--- src/sv/dqr_pkg.sv ---
// Package for the double-ended queue ring core: sizes, codes and types.
// Used by dqr_store and double_ended_queue_ring_core; depends on nothing.
`default_nettype none

package dqr_pkg;

    // Number of words the ring holds, and the widths that follow from it.
    localparam int DEPTH  = 16;
    localparam int IDX_W  = $clog2(DEPTH);
    localparam int CNT_W  = $clog2(DEPTH + 1);
    localparam int WORD_W = 32;

    // Command codes on the op port.
    typedef enum logic [2:0] {
        OP_PUSH_FRONT = 3'd0,
        OP_PUSH_BACK  = 3'd1,
        OP_POP_FRONT  = 3'd2,
        OP_POP_BACK   = 3'd3,
        OP_LIST_FWD   = 3'd4,
        OP_LIST_REV   = 3'd5
    } dqr_op_t;

    // Result status codes.
    typedef enum logic [1:0] {
        ST_OK    = 2'd0,
        ST_FULL  = 2'd1,
        ST_EMPTY = 2'd2
    } dqr_status_t;

    // Control states: idle and accepting, or streaming a listing.
    typedef enum logic {
        S_IDLE = 1'b0,
        S_LIST = 1'b1
    } dqr_state_t;

    // One access to the ring store: a write or a read at one address.
    typedef struct packed {
        logic              wr_en;
        logic              rd_en;
        logic [IDX_W-1:0]  addr;
        logic [WORD_W-1:0] wdata;
    } dqr_req_t;

    // Ring index arithmetic with wrap-around.
    function automatic logic [IDX_W-1:0] idx_next(input logic [IDX_W-1:0] i);
        logic [IDX_W-1:0] r;
        if (i == IDX_W'(DEPTH - 1))
            r = '0;
        else
            r = i + IDX_W'(1);
        return r;
    endfunction

    function automatic logic [IDX_W-1:0] idx_prev(input logic [IDX_W-1:0] i);
        logic [IDX_W-1:0] r;
        if (i == '0)
            r = IDX_W'(DEPTH - 1);
        else
            r = i - IDX_W'(1);
        return r;
    endfunction

endpackage

`default_nettype wire

--- src/sv/double_ended_queue_ring_core.sv ---
// Double-ended queue ring core: a bounded deque of signed words.
// How the block is used:
//   A command (op, value) is taken at a rising edge where start is high and
//   busy is low. Each result word appears on word, status and last for one
//   cycle with done high; the receiver takes it there and cannot hold it off.
//   Push front/back, pop front/back and unknown codes give one result, on the
//   cycle after the command is taken, and leave busy low, so such commands
//   can follow one per cycle.
//   A listing of N held words gives N results, the first in the cycle after
//   the command, with last set on the final word; busy is high while the rest
//   stream out, because the single store port reads one entry a cycle. A
//   listing or pop on an empty queue, or a push on a full queue, gives one
//   result with an error status.
//   Reset (rst_n low, asynchronous) empties the queue; the store itself is
//   not cleared, since only held entries are ever read.
// Depends on dqr_pkg and dqr_store.
`default_nettype none

module double_ended_queue_ring_core (
    input  wire logic                          clk,
    input  wire logic                          rst_n,
    input  wire logic                          start,
    output logic                               busy,
    input  wire logic [2:0]                    op,
    input  wire logic signed [dqr_pkg::WORD_W-1:0] value,
    output logic                               done,
    output logic signed [dqr_pkg::WORD_W-1:0]  word,
    output logic [1:0]                         status,
    output logic                               last
);
    import dqr_pkg::*;

    dqr_state_t        state_reg, state_next;
    logic [IDX_W-1:0]  front_reg, front_next;
    logic [IDX_W-1:0]  back_reg, back_next;
    logic [CNT_W-1:0]  count_reg, count_next;
    logic [IDX_W-1:0]  ptr_reg, ptr_next;
    logic [CNT_W-1:0]  remain_reg, remain_next;
    logic              rev_reg, rev_next;
    logic              done_reg, done_next;
    dqr_status_t       status_reg, status_next;
    logic              last_reg, last_next;
    logic              sel_reg, sel_next;
    dqr_req_t          req;
    logic [WORD_W-1:0] rdata;
    dqr_op_t           op_e;

    assign op_e = dqr_op_t'(op);

    // The word store.
    dqr_store u_store (
        .clk   (clk),
        .req   (req),
        .rdata (rdata)
    );

    // Control and result registers.
    always_ff @(posedge clk or negedge rst_n)
    begin
        if (!rst_n)
        begin
            state_reg  <= S_IDLE;
            front_reg  <= '0;
            back_reg   <= '0;
            count_reg  <= '0;
            ptr_reg    <= '0;
            remain_reg <= '0;
            rev_reg    <= 1'b0;
            done_reg   <= 1'b0;
            status_reg <= ST_OK;
            last_reg   <= 1'b0;
            sel_reg    <= 1'b0;
        end
        else
        begin
            state_reg  <= state_next;
            front_reg  <= front_next;
            back_reg   <= back_next;
            count_reg  <= count_next;
            ptr_reg    <= ptr_next;
            remain_reg <= remain_next;
            rev_reg    <= rev_next;
            done_reg   <= done_next;
            status_reg <= status_next;
            last_reg   <= last_next;
            sel_reg    <= sel_next;
        end
    end

    // Command decode, index update and store access.
    always_comb
    begin
        state_next  = state_reg;
        front_next  = front_reg;
        back_next   = back_reg;
        count_next  = count_reg;
        ptr_next    = ptr_reg;
        remain_next = remain_reg;
        rev_next    = rev_reg;
        done_next   = 1'b0;
        status_next = ST_OK;
        last_next   = 1'b1;
        sel_next    = 1'b0;
        req         = '0;
        req.wdata   = value;

        unique case (state_reg)
            S_IDLE:
            begin
                if (start)
                begin
                    done_next = 1'b1;
                    unique case (op_e) inside
                        OP_PUSH_FRONT, OP_PUSH_BACK:
                        begin
                            if (count_reg == CNT_W'(DEPTH))
                            begin
                                status_next = ST_FULL;
                            end
                            else
                            begin
                                req.wr_en = 1'b1;
                                if (count_reg == '0)
                                begin
                                    // First word: both ends name the same entry.
                                    back_next = front_reg;
                                    req.addr  = front_reg;
                                end
                                else if (op_e == OP_PUSH_FRONT)
                                begin
                                    front_next = idx_prev(front_reg);
                                    req.addr   = idx_prev(front_reg);
                                end
                                else
                                begin
                                    back_next = idx_next(back_reg);
                                    req.addr  = idx_next(back_reg);
                                end
                                count_next = count_reg + CNT_W'(1);
                            end
                        end
                        OP_POP_FRONT, OP_POP_BACK:
                        begin
                            if (count_reg == '0)
                            begin
                                status_next = ST_EMPTY;
                            end
                            else
                            begin
                                // The read is captured at this edge, so the
                                // indices move on at once.
                                req.rd_en = 1'b1;
                                sel_next  = 1'b1;
                                if (op_e == OP_POP_FRONT)
                                begin
                                    req.addr = front_reg;
                                    if (count_reg > CNT_W'(1))
                                        front_next = idx_next(front_reg);
                                end
                                else
                                begin
                                    req.addr = back_reg;
                                    if (count_reg > CNT_W'(1))
                                        back_next = idx_prev(back_reg);
                                end
                                count_next = count_reg - CNT_W'(1);
                            end
                        end
                        OP_LIST_FWD, OP_LIST_REV:
                        begin
                            if (count_reg == '0)
                            begin
                                status_next = ST_EMPTY;
                            end
                            else
                            begin
                                req.rd_en   = 1'b1;
                                sel_next    = 1'b1;
                                rev_next    = (op_e == OP_LIST_REV);
                                remain_next = count_reg - CNT_W'(1);
                                last_next   = (count_reg == CNT_W'(1));
                                if (op_e == OP_LIST_REV)
                                begin
                                    req.addr = back_reg;
                                    ptr_next = idx_prev(back_reg);
                                end
                                else
                                begin
                                    req.addr = front_reg;
                                    ptr_next = idx_next(front_reg);
                                end
                                if (count_reg != CNT_W'(1))
                                    state_next = S_LIST;
                            end
                        end
                        default:
                        begin
                            // Unused codes give a plain acknowledgement.
                            status_next = ST_OK;
                        end
                    endcase
                end
            end
            S_LIST:
            begin
                // Stream the remaining words, one store read a cycle.
                req.rd_en   = 1'b1;
                req.addr    = ptr_reg;
                ptr_next    = rev_reg ? idx_prev(ptr_reg) : idx_next(ptr_reg);
                remain_next = remain_reg - CNT_W'(1);
                done_next   = 1'b1;
                sel_next    = 1'b1;
                last_next   = (remain_reg == CNT_W'(1));
                if (remain_reg == CNT_W'(1))
                    state_next = S_IDLE;
            end
            default:
            begin
                state_next = S_IDLE;
            end
        endcase
    end

    // Result ports.
    assign busy   = (state_reg == S_LIST);
    assign done   = done_reg;
    assign word   = sel_reg ? signed'(rdata) : '0;
    assign status = status_reg;
    assign last   = last_reg;

endmodule

`default_nettype wire

--- src/sv/dqr_store.sv ---
// Ring store of the double-ended queue: one port, write or read per cycle.
// The read data is registered, so it appears in the cycle after the request.
// Depends on dqr_pkg.
`default_nettype none

module dqr_store (
    input  wire logic                     clk,
    input  wire dqr_pkg::dqr_req_t        req,
    output logic [dqr_pkg::WORD_W-1:0]    rdata
);
    import dqr_pkg::*;

    logic [WORD_W-1:0] mem [DEPTH];
    logic [WORD_W-1:0] rdata_reg;

    // Synchronous write and registered read through the same address.
    always_ff @(posedge clk)
    begin
        if (req.wr_en)
        begin
            mem[req.addr] <= req.wdata;
        end
        if (req.rd_en)
        begin
            rdata_reg <= mem[req.addr];
        end
    end

    assign rdata = rdata_reg;

endmodule

`default_nettype wire

--- config.mk ---
export PLATFORM = sky130hd
export DESIGN_NAME = double_ended_queue_ring_core
export DESIGN_NICKNAME = d
export VERILOG_FILES = /design/src/sv/dqr_pkg.sv /design/src/sv/double_ended_queue_ring_core.sv /design/src/sv/dqr_store.sv
export SDC_FILE = /design/constraint.sdc
export NUM_CORES = 1
export LEC_CHECK = 0
export ABC_AREA = 1
export BUFFER_PORTS_ARGS = -buffer_cell sky130_fd_sc_hd__buf_2
export CAP_MARGIN = 20
export CORE_MARGIN = 8
export CORE_UTILIZATION = 60
export CTS_BUF_LIST = sky130_fd_sc_hd__clkbuf_2 sky130_fd_sc_hd__clkbuf_4 sky130_fd_sc_hd__clkbuf_8
export CTS_CLUSTER_SIZE = 25
export DETAILED_ROUTE_END_ITERATION = 10
export PLACE_DENSITY = 0.77
export RECOVER_POWER = 25
export SKIP_CTS_REPAIR_TIMING = 1
export SYNTH_ARGS = -nofsm -noshare
export SYNTH_HDL_FRONTEND = slang
export SYNTH_SLANG_ARGS = --single-unit
--- constraint.sdc ---
create_clock -name clk -period 5.12 [get_ports clk]
set_input_delay 0.512 -clock clk [delete_from_list [all_inputs] [get_ports clk]]
set_output_delay 0.512 -clock clk [all_outputs]
set_load 0.02 [all_outputs]
==> metrics, run 1 <==
Slew HR about 27%; worst vdd ir about 0.00064 V; outcome finished clean; Vias/cell ~5.7; GR peak layer met2; overflow left after global routing 0; Cells after Synth about 2600; met1 Use GR 33.0%; worst hold slack around 200 ps; core area ~0.042 sq mm; PwrDens 553 mW/mm^2; Clock Latency Late Sink between 600 and 700 ps; ANT nets after route 0; Final Critical Period roughly 3700 ps; CTS sink cnt about 570; GRT Overall Usage between 20 and 25%; YS warnings 0; iteration-0 DRC count of the detailed router around 2000; CP Max Fanout between 150 and 200; final net count about 2700; global-route wire length before repair 98100 um; Initial Utilization 60.9%; Avg WL per Cell ~19 um; die width 222 um; CTS H-tree lvls 3; share of layout cells above drive strength 1 about a tenth; Area Growth Syn to Fin 10.4%; Setup Skew between 20 and 30 ps; clock tree buffer depth 3; Arr. time, crit path 4230 ps; Final Util between 60% and 70%; Reg clk slew, reported paths about 60 ps; Largest register FFs 512; HP Class primary input to flop; Startpoint Class flop; total routed wirelength 61900 um; register area share after synthesis about two thirds; Die Ht 222 um; die area slightly below 0.05 sq mm; Final Max Tran Viols 0; max-cap violation count 0; Setup-failing EPs final 0; Worst EP required about 5600 ps; Placer Congestion around 0.87; Remaining DRCs 0; IO buf count 74; Yosys cell types 39; M3 GR Usage roughly 4.0%; Period Utilization, post-route between 70 and 80%; overall power about 16 mW; initial antenna violation count 1; vias in the first global route 18000; diode count 0; Fmax 269 MHz; syn nets approximately 2600; 1st-pass router iterations 6; Pleak between 10 and 15 nW; crit end category flop; CTS Root Buffer Type clkbuf_8; RSZ-0062 raised after global routing false; CTS tree yes; Crit Path Class flop to flop; syn_area_per_cell ~10 sq um; M2 GR Usage a little over two fifths; final-report hold violation count 0; boundary pin count between 70 and 80; #FFs+latches synth ~570; worst-margin pin slew around 1100 ps; DR vias 18300; Fin Setup TNS 0 ps; standard-cell row count 75; Post-DP HPWL 33600 um; mapped cell area 0.0255 sq mm; largest net degree at the start of global routing 190; TritonCTS buffer count 93
-- synth_stat cells (all sizes together) --
cell        n  area, sq um
nor2       48          195
o211ai      6         45.0
edfxtp    544        16300
clkinv      2         12.5
clkbuf     41          154
xnor2       6         52.6
nor4        1         6.26
or2         2         12.5
o22ai       3         18.8
inv       145          544
nand2    1234         4660
a21oi      18         97.6
o31ai       2         15.0
nand3     291         1460
a2bb2oi     1         8.76
a31oi       4         25.0
a211oi      1         7.51
o311ai      1         8.76
nand4       1         6.26
dfrtp      29          726
o21ai      49          249
nor3        4         20.0
buf        97          637
o21a        1         7.51
ha         14          175
xor2        7         61.3
-- placed cells by master (no fill, tap or decap), types with 2 or more instances in the layout --
cell type and instances:
a21oi_1 16, a21oi_4 2, a31oi_1 4, buf_12 9, buf_2 49, buf_4 38, clkbuf_1 25, clkbuf_4 35
clkbuf_8 94, clkinv_1 19, clkinv_2 10, clkinvlp_4 3, dfrtp_1 29, edfxtp_1 544, ha_1 14, inv_1 135
inv_2 9, nand2_1 1226, nand2_2 3, nand2_4 3, nand2_8 2, nand3_1 290, nor2_1 28, nor2_4 19
nor3_1 4, o211ai_1 6, o21ai_0 43, o21ai_1 5, o22ai_1 3, or2_2 2, xnor2_1 6, xor2_1 7
-- path summary, 6_finish.rpt --
check	start	endpoint	slack, ps	cells past startpoint
worst min-delay path	start	done	200	3
worst max register to register	count_reg[0]	u_store.rdata[12]	1410	21
worst min register to register	remain_reg[3]	remain_reg[3]	540	2
max in group asynchronous	rst_n	back_reg[2]	4240	2
worst max-delay path	count_reg[0]	u_store.rdata[12]	1410	21
min in group asynchronous	rst_n	last	440	2
-- metal layers --
metal	routed length [um]	vias to the layer above
met5	8	-
met4	1420	2
met3	4910	119
met2	30500	873
met1	25100	8762
li1	-	8578
-- final cells by class --
cell class / count / area [sq um]
Multi-Input combinational cell: 1694 / 7330
Sequential cell: 573 / 17100
Inverter: 147 / 559
Timing Repair Buffer: 122 / 815
Clock buffer: 129 / 1560
Fill cell: 3113 / 13800
Clock inverter: 34 / 190
Tap cell: 539 / 674
-- stage by stage --
step	instances	worst slack [ps]	instance area (sq um)
after floorplan	2552	1090	25500
after global placement	3074	1350	26500
after detailed placement	3074	1250	26500
after CTS	3237	1430	28200
after global routing	3238	1120	28200
final	3238	1410	28200
-- report_power, final --
group,total (mW),switching [mW],internal [mW]
registers,5.82,0.223,5.59
clock network,3.76,1.75,2.01
logic,6.02,4.27,1.75
-- critical path, stage by stage (launching register included) --
cell,delay (ps)
dfrtp_1,420
inv_1,180
ha_1,170
inv_1,60
nor2_4,140
nand2_4,150
clkinv_4,130
nand2_1,70
nand2_1,80
nand2_1,50
nand2_1,150
nand2_8,340
nand2_8,210
buf_12,540
nand2_1,110
nand2_1,110
nand2_1,60
nand2_1,90
nand2_1,50
nand2_1,130
inv_1,50
nand2_1,50
-- cell families (layout without fill, tap and decap cells) --
| group | after synthesis | after routing | synth area share [%] |
|---|---|---|---|
| and+or+nand+nor | 1581 | 1581 | 24.9 |
| DFF | 573 | 573 | 66.8 |
| buffers and inverters | 285 | 432 | 5.28 |
| AOI/OAI and AO/OA | 86 | 86 | 1.89 |
| adders and majority gates | 14 | 14 | 0.686 |
| xor gates and xnor gates | 13 | 13 | 0.446 |
Note: power is estimated with default switching activity, not from simulation.
==> run 2: changes to the inputs <==
--- a/config.mk
+++ b/config.mk
@@ -5,7 +5,7 @@
 export SDC_FILE = /design/constraint.sdc
 export NUM_CORES = 1
 export LEC_CHECK = 0
-export ABC_AREA = 1
+export ABC_AREA = 0
 export BUFFER_PORTS_ARGS = -buffer_cell sky130_fd_sc_hd__buf_2
 export CAP_MARGIN = 20
 export CORE_MARGIN = 8
==> constraint.sdc (replaced) <==
create_clock -name clk -period 3.75 [get_ports clk]
set_input_delay 0.375 -clock clk [delete_from_list [all_inputs] [get_ports clk]]
set_output_delay 0.375 -clock clk [all_outputs]
set_load 0.02 [all_outputs]
==> run 2 against run 1 <==
- sequential power up 37%
- utilization rose by 1.8 points
- register-to-register slack lost 1100 ps
- largest cell class unchanged
- sequential share of layout area is 5.4 points higher
==> metrics, run 2 <==
crit path to u_store.rdata[20] (was u_store.rdata[12]); final net count 1372 (was 2683); Vias/cell 6.24 (was 5.66); worst hold slack 113 ps (was 203 ps); Fin Setup TNS 0 ps (unchanged); largest net degree at the start of global routing 95 (was 190); ys async rst share 5.06% (unchanged); IO buf count 74 (unchanged); vias in the first global route 12200 (was 18000); Finished Layout Cells 1898 (was 3238); Fmax 293 MHz (was 269 MHz); outcome finished clean (unchanged); Remaining DRCs 0 (unchanged); RSZ-0062 raised after global routing false (unchanged); CTS Root Buffer Type clkbuf_8 (unchanged); final-report hold violation count 0 (unchanged); FF-to-FF End u_store.rdata[20] (was u_store.rdata[12]); overall power 19.2 mW (was 15.6 mW); Arr. time, crit path 3770 ps (was 4230 ps); Final Critical Period 3420 ps (was 3710 ps); R2R cell count 10 (was 21); Setup-failing EPs final 0 (unchanged); 1st-pass router iterations 5 (was 6); Crit Path Class flop to flop (unchanged); crit end category flop (unchanged); Placer Congestion 0.913 (was 0.871); top cells by area, synth edfxtp_1 72%, mux4_2 13%, dfrtp_1 3.2%, a22oi_1 2.2%, nand2_1 1.0% (was edfxtp_1 64%, nand2_1 18%, nand3_1 5.7%, dfrtp_1 2.8%, inv_1 2.0%); Startpoint Class flop (unchanged); PwrDens 742 mW/mm^2 (was 553 mW/mm^2); worst-margin pin slew 691 ps (was 1090 ps); syn_area_per_cell 19.6 sq um (was 10.0 sq um); Largest register FFs 512 (unchanged); iteration-0 DRC count of the detailed router 1103 (was 2016); Post-Place Cells 1742 (was 3074); Worst R2R Setup Slack 330 ps (was 1410 ps); initial antenna violation count 3 (was 1); GRT Overall Usage 21.9% (was 24.9%); Die Ht 211 um (was 222 um); commonest non-fill, non-tap cells in the layout 544 x edfxtp_1, 128 x mux4_2, 90 x clkbuf_8, 66 x a22oi_1, 62 x nand2_1 (was 1226 x nand2_1, 544 x edfxtp_1, 290 x nand3_1, 135 x inv_1, 94 x clkbuf_8); boundary pin count 75 (unchanged); Avg WL per Cell 25.4 um (was 19.1 um); CTS tree yes (unchanged); register area share after synthesis 75.0% (was 66.8%); #FFs+latches synth 573 (unchanged); number of fill cells in the layout 2362 (was 3113); CTS sink cnt 573 (unchanged); share of layout cells above drive strength 1 28.4% (was 10.6%); standard-cell row count 71 (was 75); syn nets 1212 (was 2604); DR vias 11800 (was 18300); top-count cell post-synth edfxtp_1 (was nand2_1); die width 211 um (was 222 um); global-route wire length before repair 73100 um (was 98100 um); clock tree buffer depth 3 (unchanged); Slew HR 53.6% (was 27.4%); commonest cells in the netlist 544 x edfxtp_1, 128 x mux4_2, 66 x a22oi_1 (was 1228 x nand2_1, 544 x edfxtp_1, 290 x nand3_1); total routed wirelength 48300 um (was 61900 um); Period Utilization, post-route 91.1% (was 72.5%); overflow left after global routing 0 (unchanged); Post-DP HPWL 28200 um (was 33600 um); Post-synth EDFFs 544 (unchanged); Final Max Tran Viols 0 (unchanged); ANT nets after route 0 (unchanged); CP Max Fanout 94 (was 189); Setup Skew 29.5 ps (was 26.7 ps); YS warnings 0 (unchanged); Pleak 8.61 nW (was 12.0 nW); Yosys top cell area share 71.9% (was 64.0%); Worst EP required 4110 ps (was 5640 ps); core area 0.0375 sq mm (was 0.0419 sq mm); Initial Utilization 60.6% (was 60.9%); Area Growth Syn to Fin 13.8% (was 10.4%); die area 0.0444 sq mm (was 0.0494 sq mm); worst vdd ir 0.000634 V (was 0.000638 V); top_reg_cell synth edfxtp_1 (unchanged); HP Class primary input to flop (unchanged); TritonCTS buffer count 86 (was 93); Clock Latency Late Sink 630 ps (was 660 ps); mapped cell area 0.0227 sq mm (was 0.0255 sq mm); leading cell type in the layout, fill and taps excluded edfxtp_1 (was nand2_1); area leader, netlist edfxtp_1 (unchanged); max-cap violation count 0 (unchanged); Cells after Synth 1160 (was 2552); R2R Path Start count_reg[0] (unchanged); CP startpoint count_reg[0] (unchanged); Reg clk slew, reported paths 60 ps (about the same); CTS H-tree lvls 3 (unchanged); Yosys cell types 53 (was 39)
==> run 2: report_power, final <==
group          switching [mW]  internal [mW]  total, mW
clock                    2.26           2.45       4.71
sequential              0.365           7.62       7.98
combinational            3.50           2.99       6.49
total                    6.13           13.1       19.2
==> run 2: layout make-up <==
class / count / area [sq um] / area share [%]
multi-input cells: 503 / 5380 / 20.8
flip-flops and latches: 573 / 17100 / 66.0
well taps: 511 / 639 / 2.47
clock inverters: 41 / 178 / 0.687
diodes: 1 / 2.50 / 0.00967
repair buffers: 136 / 1120 / 4.33
inverters: 20 / 75.1 / 0.290
clock buffers: 113 / 1410 / 5.46
==> run 2: per-stage QoR <==
stage,worst slack (ps),util [%],instance area [sq um]
global route,99.8,69.0,25900
floorplan,-447,-,22700
global placement,440,64.8,24300
finish,332,69.0,25900
detailed placement,380,64.8,24300
CTS,362,69.0,25900
==> run 2: cells by family after synthesis <==
group	after synthesis	synth area share, %
mux	133	12.9
fa+ha+maj	14	0.770
flops	573	75.0
buf+inv	84	1.82
simple gates	182	4.11
compound gates	157	4.71
xor+xnor	17	0.655
==> run 2: worst min-delay path by stage <==
stage                     start            end  slack (ps)  cells after the start
after floorplan           rst_n    back_reg[0]          80                      0
after global placement    rst_n           done         430                      1
after detailed placement  rst_n           last         440                      1
after CTS                 rst_n  remain_reg[2]        -230                      1
after global routing      start           done         120                      3
final                     start           done         110                      3
==> run 2: critical path, stage by stage (launching register included) <==
cell	delay, ps
dfrtp_1	470
inv_1	120
ha_1	200
nor3b_1	310
a211oi_1	90
o21ai_0	470
o311ai_2	290
buf_12	270
mux4_2	400
a22oi_1	310
nand2_1	80
==> run 2: metal layers <==
metal	up-vias	track usage (%)	part of all wire, %	wire, um
li1	5064	-	-	-
met1	6114	29.8	40	19200
met2	564	35.5	49	23900
met3	101	4.44	8.4	4060
met4	4	7.50	2.5	1190
met5	-	0	0.048	23
==> run 3: changes to the inputs <==
--- a/config.mk
+++ b/config.mk
@@ -10,7 +10,6 @@
 export CAP_MARGIN = 20
 export CORE_MARGIN = 8
 export CORE_UTILIZATION = 60
-export CTS_BUF_LIST = sky130_fd_sc_hd__clkbuf_2 sky130_fd_sc_hd__clkbuf_4 sky130_fd_sc_hd__clkbuf_8
 export CTS_CLUSTER_SIZE = 25
 export DETAILED_ROUTE_END_ITERATION = 10
 export PLACE_DENSITY = 0.77
==> run 3 against run 2 <==
- combinational power is 1% higher
- die area unchanged
- count of clock-buffer cells in the layout decreased by 45
- first-iteration DRC count increased by 9.9%
- power increased by 2.6%
- via count is 0.65% higher
- routed wire length up 4.4%
- hold slack better by 37 ps
- clock skew is 17 ps lower
- clock power up 8.7%
- non-clock buffer count stayed put
- cell count down 2.9%
- largest power group unchanged
==> metrics, run 3 (synthesis gave the netlist of run 2 again) <==
outcome finished clean (unchanged); Hold EP done (unchanged); final-report hold violation count 0 (unchanged); core area 0.0375 sq mm (unchanged); commonest non-fill, non-tap cells in the layout 544 x edfxtp_1, 128 x mux4_2, 66 x a22oi_1, 62 x nand2_1, 54 x clkbuf_16 (was 544 x edfxtp_1, 128 x mux4_2, 90 x clkbuf_8, 66 x a22oi_1, 62 x nand2_1); Avg WL per Cell 27.4 um (was 25.4 um); total routed wirelength 50400 um (was 48300 um); Crit Path Class flop to flop (unchanged); Initial Utilization 60.6% (unchanged); M1 WL 19300 um (was 19200 um); initial antenna violation count 4 (was 3); Fmax 291 MHz (was 293 MHz); Fin Setup TNS 0 ps (unchanged); Placer Congestion 0.913 (unchanged); GRT Overall Usage 22.8% (was 21.9%); critical path, cell by cell inv_1 -> ha_1 -> or3b_2 -> nand2_1 -> o2111a_4 -> buf_12 -> mux4_2 -> a22oi_1 -> nand2_1 (was inv_1 -> ha_1 -> nor3b_1 -> a211oi_1 -> o21ai_0 -> o311ai_2 -> buf_12 -> mux4_2 -> a22oi_1 -> nand2_1); iteration-0 DRC count of the detailed router 1212 (was 1103); Final Max Tran Viols 0 (unchanged); Slew HR 52.7% (was 53.6%); Setup-failing EPs final 0 (unchanged); cell family with most CP delay simple AND/OR/NAND/NOR gates (was compound AO/OA/AOI/OAI gates); Final Critical Period 3430 ps (was 3420 ps); TritonCTS buffer count 54 (was 86); CP Max Fanout 39 (was 94); WHS Path Cells 3 (unchanged); Largest register FFs 512 (unchanged); FF+latch area 0.0171 sq mm (unchanged); Startpoint Class flop (unchanged); Remaining DRCs 0 (unchanged); FF-to-FF End u_store.rdata[20] (unchanged); boundary pin count 75 (unchanged); share of layout cells above drive strength 1 25.8% (was 28.4%); R2R cell count 9 (was 10); overall power 19.7 mW (was 19.2 mW); crit end category flop (unchanged); Period Utilization, post-route 91.5% (was 91.1%); Pleak 8.59 nW (was 8.61 nW); vias in the first global route 12200 (about the same); Arr. time, crit path 3740 ps (was 3770 ps); Finished Layout Cells 1843 (was 1898); worst vdd ir 0.000666 V (was 0.000634 V); overflow left after global routing 0 (unchanged); Worst Path Buf+Inv 2 (unchanged); clock tree buffer depth 3 (unchanged); met2 routed WL 25400 um (was 23900 um); Clock Latency Late Sink 580 ps (was 630 ps); slowest stage delay, CP 560 ps (was 470 ps); CTS tree yes (unchanged); Max Used Layer met5 (unchanged); Die Ht 211 um (unchanged); DR vias 11900 (was 11800); number of fill cells in the layout 2300 (was 2362); ANT nets after route 0 (unchanged); IO buf count 74 (unchanged); final net count 1340 (was 1372); max-cap violation count 0 (unchanged); Area Growth Syn to Fin 14.1% (was 13.8%); CTS H-tree lvls 2 (was 3); die width 211 um (unchanged); crit path max-delay cell type mux4_2 (was dfrtp_1); die area 0.0444 sq mm (unchanged); Worst R2R Setup Slack 320 ps (was 330 ps); Post-DP HPWL 28200 um (unchanged); multi-input logic area 0.00538 sq mm (unchanged); Worst path most repeated cell nand2_1; Post-Place Cells 1742 (unchanged); CTS sink cnt 573 (unchanged); R2R Path Start count_reg[0] (unchanged); Met3 Wirelength 4200 um (was 4060 um); PwrDens 760 mW/mm^2 (was 742 mW/mm^2); design area 0.0259 sq mm (about the same); HP Class primary input to flop (unchanged); leading cell type in the layout, fill and taps excluded edfxtp_1 (unchanged); Placed Area 0.0243 sq mm (unchanged); standard-cell row count 71 (unchanged); RSZ-0062 raised after global routing false (unchanged); global-route wire length before repair 75500 um (was 73100 um); hold_sp start (unchanged); worst-margin pin slew 703 ps (was 691 ps); Worst EP required 4060 ps (was 4110 ps); largest net degree at the start of global routing 95 (unchanged); Reg clk slew, reported paths 60 ps (about the same); CTS Root Buffer Type clkbuf_16 (was clkbuf_8); Setup Skew 12.8 ps (was 29.5 ps); Vias/cell 6.47 (was 6.24); 1st-pass router iterations 5 (unchanged)
==> run 3: cell types whose count changed in the layout (fill, tap and decap cells not counted), sizes merged <==
cell	previous run	this run
inv	22	20
clkinv	38	28
clkinvlp	1	0
bufinv	0	3
clkbuf	138	89
buf	110	114
==> run 3: stage by stage <==
stage          setup slack, ps  utilization [%]  hold WS, ps
2_1_floorplan             -447                -         79.4
3_3_place_gp               440             64.8          429
3_5_place_dp               380             64.8          439
4_1_cts                    326             69.2         -166
5_1_grt                    112             69.2          162
6_report                   318             69.2          150
==> run 3: routing by layer <==
layer	up-vias	GRT usage [%]
li1	4992	-
met1	6208	30.4
met2	605	38.0
met3	115	4.26
met4	4	7.58
met5	-	0
==> run 3: cell type report <==
| type | count | share of cell area (%) |
|---|---|---|
| diodes | 1 | 0.00965 |
| clock buffers | 68 | 5.49 |
| clock inverters | 31 | 0.869 |
| inverters | 20 | 0.290 |
| multi-input cells | 503 | 20.7 |
| flip-flops and latches | 573 | 65.8 |
| well taps | 511 | 2.47 |
| repair buffers | 136 | 4.34 |
==> run 3: tightest hold or removal path, cell delays in order <==
cell	delay [ps]
buf_2	90
buf_4	130
or2_2	100
==> run 3: worst max path at each step <==
stage	startpoint	endpoint	slack (ps)	depth (start not counted)
2_1_floorplan	count_reg[0]	u_store.mem[11][0]	-450	10
3_3_place_gp	count_reg[0]	u_store.rdata[11]	440	10
3_5_place_dp	count_reg[0]	u_store.rdata[11]	380	10
4_1_cts	count_reg[0]	u_store.rdata[20]	330	9
5_1_grt	front_reg[0]	u_store.rdata[11]	110	11
6_report	count_reg[0]	u_store.rdata[20]	320	9
==> run 3: power by group <==
group          switching [mW]  internal, mW
logic                    3.59          3.00
registers               0.377          7.61
clock network            2.24          2.88
total                    6.20          13.5
